<file path="config.mk">
export PLATFORM = sky130hd
export DESIGN_NAME = timer_and_interrupt_dispatch
export DESIGN_NICKNAME = d
export VERILOG_FILES = /design/src/hdl/tad_pkg.sv /design/src/hdl/timer_and_interrupt_dispatch.sv
export SDC_FILE = /design/constraint.sdc
export NUM_CORES = 1
export LEC_CHECK = 0
export ABC_AREA = 1
export BUFFER_PORTS_ARGS = -buffer_cell sky130_fd_sc_hd__buf_2
export CORE_MARGIN = 2
export CORE_UTILIZATION = 50
export DETAILED_ROUTE_END_ITERATION = 7
export PLACE_DENSITY_LB_ADDON = 0.15
export SKIP_CTS_REPAIR_TIMING = 1
export SLEW_MARGIN = 20
export SYNTH_ARGS = -nofsm -noshare
export SYNTH_HDL_FRONTEND = slang
export SYNTH_SLANG_ARGS = --single-unit
export TNS_END_PERCENT = 5
</file>
<file path="constraint.sdc">
create_clock -name clk -period 12.7 [get_ports clk]
set_clock_uncertainty 0.1 [all_clocks]
set_input_delay 1.27 -clock clk [delete_from_list [all_inputs] [get_ports clk]]
set_output_delay 1.27 -clock clk [all_outputs]
set_load 0.01 [all_outputs]
</file>
<file path="src/hdl/tad_pkg.sv">
`timescale 1ns / 1ps
`default_nettype none
// ----------------------------------------------------------------------------
// tad_pkg
// types, codes and constants shared by the timer and interrupt dispatch block
// ----------------------------------------------------------------------------
package tad_pkg;

    localparam int unsigned SOURCES    = 5;
    localparam int unsigned SRC_W      = 3;
    localparam int unsigned DIV_PRE_W  = 6;
    localparam int unsigned TIMER_PRE_W = 9;

    localparam logic [1:0] KIND_TICK    = 2'd0;
    localparam logic [1:0] KIND_REQUEST = 2'd1;
    localparam logic [1:0] KIND_SERVICE = 2'd2;

    localparam logic [1:0] REG_TIMER_CONTROL    = 2'd0;
    localparam logic [1:0] REG_TIMER_MODULO     = 2'd1;
    localparam logic [1:0] REG_INTERRUPT_ENABLE = 2'd2;

    localparam logic [DIV_PRE_W-1:0] DIV_LAST        = 6'd63;
    localparam logic [SRC_W-1:0]     TIMER_SOURCE    = 3'd2;
    localparam logic [SRC_W-1:0]     LAST_SOURCE     = 3'd4;
    localparam logic [6:0]           VECTOR_BASE     = 7'h40;
    localparam logic [2:0]           DISPATCH_CYCLES = 3'd5;

    typedef enum logic [0:0] {
        ST_IDLE,
        ST_STEP
    } state_t;

    typedef struct packed {
        logic [1:0]  kind;
        logic [2:0]  request_bit;
        logic        master_enable;
        logic        latch;
        logic [15:0] program_counter;
    } cmd_t;

    typedef struct packed {
        logic        taken;
        logic [15:0] return_address;
        logic [6:0]  vector;
        logic [2:0]  cycles;
        logic        wake;
        logic [4:0]  pending_flags;
        logic [7:0]  divider;
        logic [7:0]  timer_count;
    } res_t;

    function automatic logic [TIMER_PRE_W-1:0] timer_period(input logic [1:0] sel);
        logic [TIMER_PRE_W-1:0] p;
        unique case (sel)
            2'd0: p = 9'd256;
            2'd1: p = 9'd4;
            2'd2: p = 9'd16;
            2'd3: p = 9'd64;
        endcase
        return p;
    endfunction

endpackage
`default_nettype wire

</file>
<file path="src/hdl/timer_and_interrupt_dispatch.sv">
`timescale 1ns / 1ps
`default_nettype none
// Items are taken one at a time. A request, a service check, or a tick while
// the timer is off gives its result in the output register at the accepting
// edge, so such items run at one per cycle when the result side keeps up. A
// tick while the timer is on enters the step state, where one subtract-compare
// step unit retires one prescaler period per cycle until the prescaler is
// below the period, then loads the result (0 or 1 periods in steady running,
// up to 64 after a period change). APB registers at byte addresses 0, 4, 8.
// ----------------------------------------------------------------------------
// timer_and_interrupt_dispatch
// divider, programmable timer and interrupt flag/dispatch logic
// ----------------------------------------------------------------------------
module timer_and_interrupt_dispatch (
    input  wire logic          clk,
    input  wire logic          rst_n,
    input  wire logic          cmd_valid,
    output logic               cmd_ready,
    input  wire tad_pkg::cmd_t cmd,
    output logic               res_valid,
    input  wire logic          res_ready,
    output tad_pkg::res_t      res,
    input  wire logic          psel,
    input  wire logic          penable,
    input  wire logic          pwrite,
    input  wire logic [3:0]    paddr,
    input  wire logic [31:0]   pwdata,
    output logic [31:0]        prdata,
    output logic               pready
);

    tad_pkg::state_t state_reg, state_next;
    logic [2:0]  tc_reg;
    logic [7:0]  tma_reg;
    logic [7:0]  ie_reg;
    logic [tad_pkg::DIV_PRE_W-1:0]   dp_reg, dp_next;
    logic [7:0]                      dv_reg, dv_next;
    logic [tad_pkg::TIMER_PRE_W-1:0] tp_reg, tp_next;
    logic [7:0]                      tv_reg, tv_next;
    logic [tad_pkg::SOURCES-1:0]     flags_reg, flags_next;
    logic                            res_valid_reg, res_valid_next;
    tad_pkg::res_t                   res_reg, res_next;

    logic                            cfg_write;
    logic [tad_pkg::SOURCES-1:0]     active;
    logic [tad_pkg::SRC_W-1:0]       low_bit;
    logic [tad_pkg::TIMER_PRE_W-1:0] period;
    logic                            load_res;
    tad_pkg::res_t                   res_build;

    assign pready    = 1'b1;
    assign cfg_write = psel && penable && pwrite && pready;
    assign cmd_ready = (state_reg == tad_pkg::ST_IDLE) && (!res_valid_reg || res_ready);
    assign res_valid = res_valid_reg;
    assign res       = res_reg;

    // configuration registers
    always_ff @(posedge clk or negedge rst_n)
    begin
        if (!rst_n)
        begin
            tc_reg  <= '0;
            tma_reg <= '0;
            ie_reg  <= '0;
        end
        else if (cfg_write)
        begin
            unique case (paddr[3:2])
                tad_pkg::REG_TIMER_CONTROL:    tc_reg  <= pwdata[2:0];
                tad_pkg::REG_TIMER_MODULO:     tma_reg <= pwdata[7:0];
                tad_pkg::REG_INTERRUPT_ENABLE: ie_reg  <= pwdata[7:0];
                default: ;
            endcase
        end
    end

    always_comb
    begin
        unique case (paddr[3:2])
            tad_pkg::REG_TIMER_CONTROL:    prdata = {29'd0, tc_reg};
            tad_pkg::REG_TIMER_MODULO:     prdata = {24'd0, tma_reg};
            tad_pkg::REG_INTERRUPT_ENABLE: prdata = {24'd0, ie_reg};
            default:                       prdata = '0;
        endcase
    end

    // lowest enabled pending source
    assign active = ie_reg[tad_pkg::SOURCES-1:0] & flags_reg;
    always_comb
    begin
        low_bit = '0;
        for (int i = tad_pkg::SOURCES - 1; i >= 0; i--)
        begin
            if (active[i])
            begin
                low_bit = tad_pkg::SRC_W'(i);
            end
        end
    end

    assign period = tad_pkg::timer_period(tc_reg[1:0]);

    always_comb
    begin
        state_next     = state_reg;
        dp_next        = dp_reg;
        dv_next        = dv_reg;
        tp_next        = tp_reg;
        tv_next        = tv_reg;
        flags_next     = flags_reg;
        res_valid_next = res_valid_reg && !res_ready;
        res_next       = res_reg;
        load_res       = 1'b0;
        res_build      = '0;

        unique case (state_reg)
            tad_pkg::ST_IDLE:
            begin
                if (cmd_valid && cmd_ready)
                begin
                    unique case (cmd.kind)
                        tad_pkg::KIND_TICK:
                        begin
                            dp_next = dp_reg + 1'b1;
                            if (dp_reg == tad_pkg::DIV_LAST)
                            begin
                                dv_next = dv_reg + 1'b1;
                            end
                            if (tc_reg[2])
                            begin
                                tp_next    = tp_reg + 1'b1;
                                state_next = tad_pkg::ST_STEP;
                            end
                            else
                            begin
                                load_res = 1'b1;
                            end
                        end
                        tad_pkg::KIND_REQUEST:
                        begin
                            if (cmd.request_bit <= tad_pkg::LAST_SOURCE)
                            begin
                                flags_next = flags_reg
                                           | (tad_pkg::SOURCES'(1) << cmd.request_bit);
                            end
                            load_res = 1'b1;
                        end
                        tad_pkg::KIND_SERVICE:
                        begin
                            if (cmd.master_enable && cmd.latch)
                            begin
                                res_build.taken          = 1'b1;
                                res_build.return_address = cmd.program_counter;
                                res_build.cycles         = tad_pkg::DISPATCH_CYCLES;
                                res_build.wake           = 1'b1;
                                if (active != '0)
                                begin
                                    res_build.vector = tad_pkg::VECTOR_BASE
                                                     + 7'({low_bit, 3'b000});
                                    flags_next = flags_reg
                                               & ~(tad_pkg::SOURCES'(1) << low_bit);
                                end
                            end
                            else if (active != '0)
                            begin
                                res_build.wake = 1'b1;
                            end
                            load_res = 1'b1;
                        end
                        default:
                        begin
                            load_res = 1'b1;
                        end
                    endcase
                end
            end
            tad_pkg::ST_STEP:
            begin
                // one prescaler period retired per cycle
                if (tp_reg >= period)
                begin
                    tp_next = tp_reg - period;
                    tv_next = tv_reg + 1'b1;
                    if (tv_reg == 8'hFF)
                    begin
                        tv_next    = tma_reg;
                        flags_next = flags_reg
                                   | (tad_pkg::SOURCES'(1) << tad_pkg::TIMER_SOURCE);
                    end
                end
                else
                begin
                    load_res   = 1'b1;
                    state_next = tad_pkg::ST_IDLE;
                end
            end
            default:
            begin
                state_next = tad_pkg::ST_IDLE;
            end
        endcase

        if (load_res)
        begin
            res_build.pending_flags = flags_next;
            res_build.divider       = dv_next;
            res_build.timer_count   = tv_next;
            res_next                = res_build;
            res_valid_next          = 1'b1;
        end
    end

    always_ff @(posedge clk or negedge rst_n)
    begin
        if (!rst_n)
        begin
            state_reg     <= tad_pkg::ST_IDLE;
            dp_reg        <= '0;
            dv_reg        <= '0;
            tp_reg        <= '0;
            tv_reg        <= '0;
            flags_reg     <= '0;
            res_valid_reg <= 1'b0;
        end
        else
        begin
            state_reg     <= state_next;
            dp_reg        <= dp_next;
            dv_reg        <= dv_next;
            tp_reg        <= tp_next;
            tv_reg        <= tv_next;
            flags_reg     <= flags_next;
            res_valid_reg <= res_valid_next;
        end
    end

    always_ff @(posedge clk)
    begin
        res_reg <= res_next;
    end

`ifndef SYNTHESIS
    a_no_result_while_stepping: assert property (@(posedge clk) disable iff (!rst_n)
        (state_reg == tad_pkg::ST_STEP) |-> !res_valid_reg)
        else $error("result pending during timer catch-up");

    a_step_ends_with_result: assert property (@(posedge clk) disable iff (!rst_n)
        (state_reg == tad_pkg::ST_IDLE && $past(state_reg) == tad_pkg::ST_STEP)
        |-> res_valid_reg)
        else $error("timer catch-up finished without a result");

    a_accept_only_with_free_slot: assert property (@(posedge clk) disable iff (!rst_n)
        (cmd_valid && cmd_ready) |-> (!res_valid_reg || res_ready))
        else $error("item accepted while output register full");

    a_step_leaves_prescaler_below_period: assert property (@(posedge clk)
        disable iff (!rst_n)
        (state_reg == tad_pkg::ST_STEP && tp_reg < period) |=> res_valid_reg)
        else $error("no result after prescaler caught up");
`endif

endmodule
`default_nettype wire
</file>
==> impl_metrics.yaml <==
route:
  drt-initial-drc-count: 166
  drc: 0
  wl_per_cell_microns: 12.4
  vias: 3851
  viasPerCell: 4.67
  antenna_left: 0
  first_pass_iters: 4
  wirelength_microns: 10300
finish:
  layout-drive-gt1-share: 0.190
  antennaDiodeCount: 0
  register_area_sq_um: 2720
  layout.nets: 762
  layout_commonest_cell: "nand2_1"
  largest_register_ffs: 43
  fill_cells: 916
  area_delta_synth_final_pct: 12.4
  multi_input_area_sq_um: 1990
  layout_common_cells: "nand2_1, buf_2, inv_1, nor2_1, dfrtp_1"
sta:
  setup_slack_ns: 8.97
  setup_viol_count_final: 0
  relSlewSlack: 0.494
  period_minus_slack_ns: 3.73
  fin_crit_sh: 0.293
  fmax_mhz: 268
  rsz0062_at_grt: "no"
  drv_slew: 0
  worst_pin_slew_ns: 0.758
  final-hold-violation-count: 0
  tns_ns: 0
job:
  cap_violations: 0
floorplanning:
  start_util: 0.508
  rows: 37
  io_pins: 150
  core_area_sq_um: 10200
  die_x_microns: 106
  floorplan.die_area_sq_um: 11200
  chipHeight_microns: 106
critical_path:
  start_kind: "input pin"
  crit_arrival_ns: 2.36
  critPathMaxStageDelay_ns: 0.33
  cp_cell_sequence: "buf_2 > inv_1 > nor2_1 > inv_1 > o211ai_1 > buf_2"
  r2r_end: "res[45]$_SDFFCE_PP0P_"
  path_class: "in -> out"
  ff2ff_path_depth: 8
  required_ns: 11.33
  end_kind: "primary output"
  crit_fanout: 6
  crit_slowest_cell: "nor2_1"
  r2r_start: "tc_reg[1]$_DFFE_PN0P_"
  r2r_setup_slack_ns: 9.63
hold_path:
  holdPathEnd: "dp_reg[5]$_DFFE_PN0P_"
  hold_depth: 1
  hold_path.class: "reg -> reg"
  min-delay-start: "dp_reg[5]$_DFFE_PN0P_"
clock_tree:
  cts_root_buf: "clkbuf_8"
  clock_tree.buffer_depth: 2
  h-tree-depth: 3
  clk_latency_ns: 0.37
  numClockSinks: 100
  cts_inserted_buffers: 9
  clkTransAtPathRegs_ns: 0.10
  cts_tree: "done"
global_routing:
  grt_overflow_total: 0
  grt_max_degree: 58
  grt_use_total: 0.191
  grt_pass1_vias: 3767
  grt_pass1_wl_microns: 17100
  antenna_found_initial: 0
power:
  powerDensity_nw_per_um2: 150
  ir_drop_mv: 0.0661
  p_leak_nw: 3.01
  total_power_uw: 875
yosys:
  yosysSeqAreaShare: 0.523
  synth_seq_cells: 100
  synth_top_area_frac: 0.274
  yosys-top-cells-area: "dfrtp_1, edfxtp_1, nand2_1, inv_1, buf_4"
  synth_area_sq_um: 5200
  synth_cell_types: 40
  synth.largest_area_cell: "dfrtp_1"
  synthCells: 588
  yosys_warnings: 0
  syn_avg_cell_area_sq_um: 8.84
place:
  io_buffers: 94
  gp_congestion: 0.887
  place_ws_ns: 8.97
  post-dp-hpwl_microns: 7580
run_status:
  status: "completed"
[per-layer routing]
layer / GRT usage / up-vias / routed length (microns)
met3: 0.0386 / 15 / 501
met5: 0 / - / 0
met1: 0.252 / 1730 / 4850
met2: 0.318 / 107 / 4770
li1: - / 1999 / -
met4: 0.0639 / 0 / 128
[layout make-up]
type	count	share of cell area
sequential	100	0.465
multi-input combinational	395	0.341
timing repair buffer	96	0.0831
inverter	81	0.0520
tap	136	0.0291
clock buffer	11	0.0225
clock inverter	5	0.00749
[how the worst max path moves through the flow]
stage / from / to / slack, ns / cells after the start
floorplan: tc_reg[1]$_DFFE_PN0P_ / res[0]$_DFFE_PP_ / 7.53 / 7
global route: paddr[2] / prdata[1] / 8.86 / 6
detailed placement: paddr[2] / prdata[5] / 8.97 / 6
global placement: paddr[2] / prdata[1] / 9.02 / 6
CTS: paddr[2] / prdata[5] / 8.99 / 6
finish: paddr[2] / prdata[1] / 8.97 / 6
[kinds of logic (layout without fill, tap and decap cells)]
family                   after synthesis  count (layout)  synth area share
AO/OA/AOI/OAI                         63              63            0.0698
XOR/XNOR                              21              21            0.0354
adder cells (fa/ha/maj)               13              13            0.0313
buffers and inverters                120             193             0.116
flip-flops                           100             100             0.523
multiplexers                           2               2           0.00385
other                                  2              29           0.00144
AND/OR/NAND/NOR                      267             267             0.219
[power breakdown]
part	internal (mW)	total (mW)	switching, mW
registers	0.403	0.447	0.0441
clock network	0.0742	0.187	0.112
logic	0.0912	0.241	0.150
total	0.568	0.875	0.307
[cells in the mapped netlist (all sizes together)]
library cell	count
nand2	156
inv	80
nor2	62
dfrtp	57
edfxtp	43
o21ai	42
buf	37
nand3	33
ha	13
xor2	13
xnor2	8
a21oi	7
nand4	6
nor3	5
a22o	3
a31oi	3
o211ai	3
o21bai	3
clkbuf	2
conb	2
mux2i	2
nand3b	2
or2	2
a21o	1
a31o	1
and3	1
clkinv	1
[through the flow]
step,std cells,hold slack [ns],util,area (sq um)
after floorplan,615,0.346,-,5300
after global placement,808,0.367,0.554,5670
after detailed placement,808,0.374,0.554,5670
after CTS,824,0.396,0.571,5840
after global routing,824,0.430,0.571,5840
final,824,0.391,0.571,5840
[critical path, delay by kind of cell]
kind / cells / cell delay, ns
AOI/OAI and AO/OA: 1 / 0.26
buffers and inverters: 4 / 0.49
and+or+nand+nor: 1 / 0.33
No activity file was read; power rests on OpenSTA's default activity.
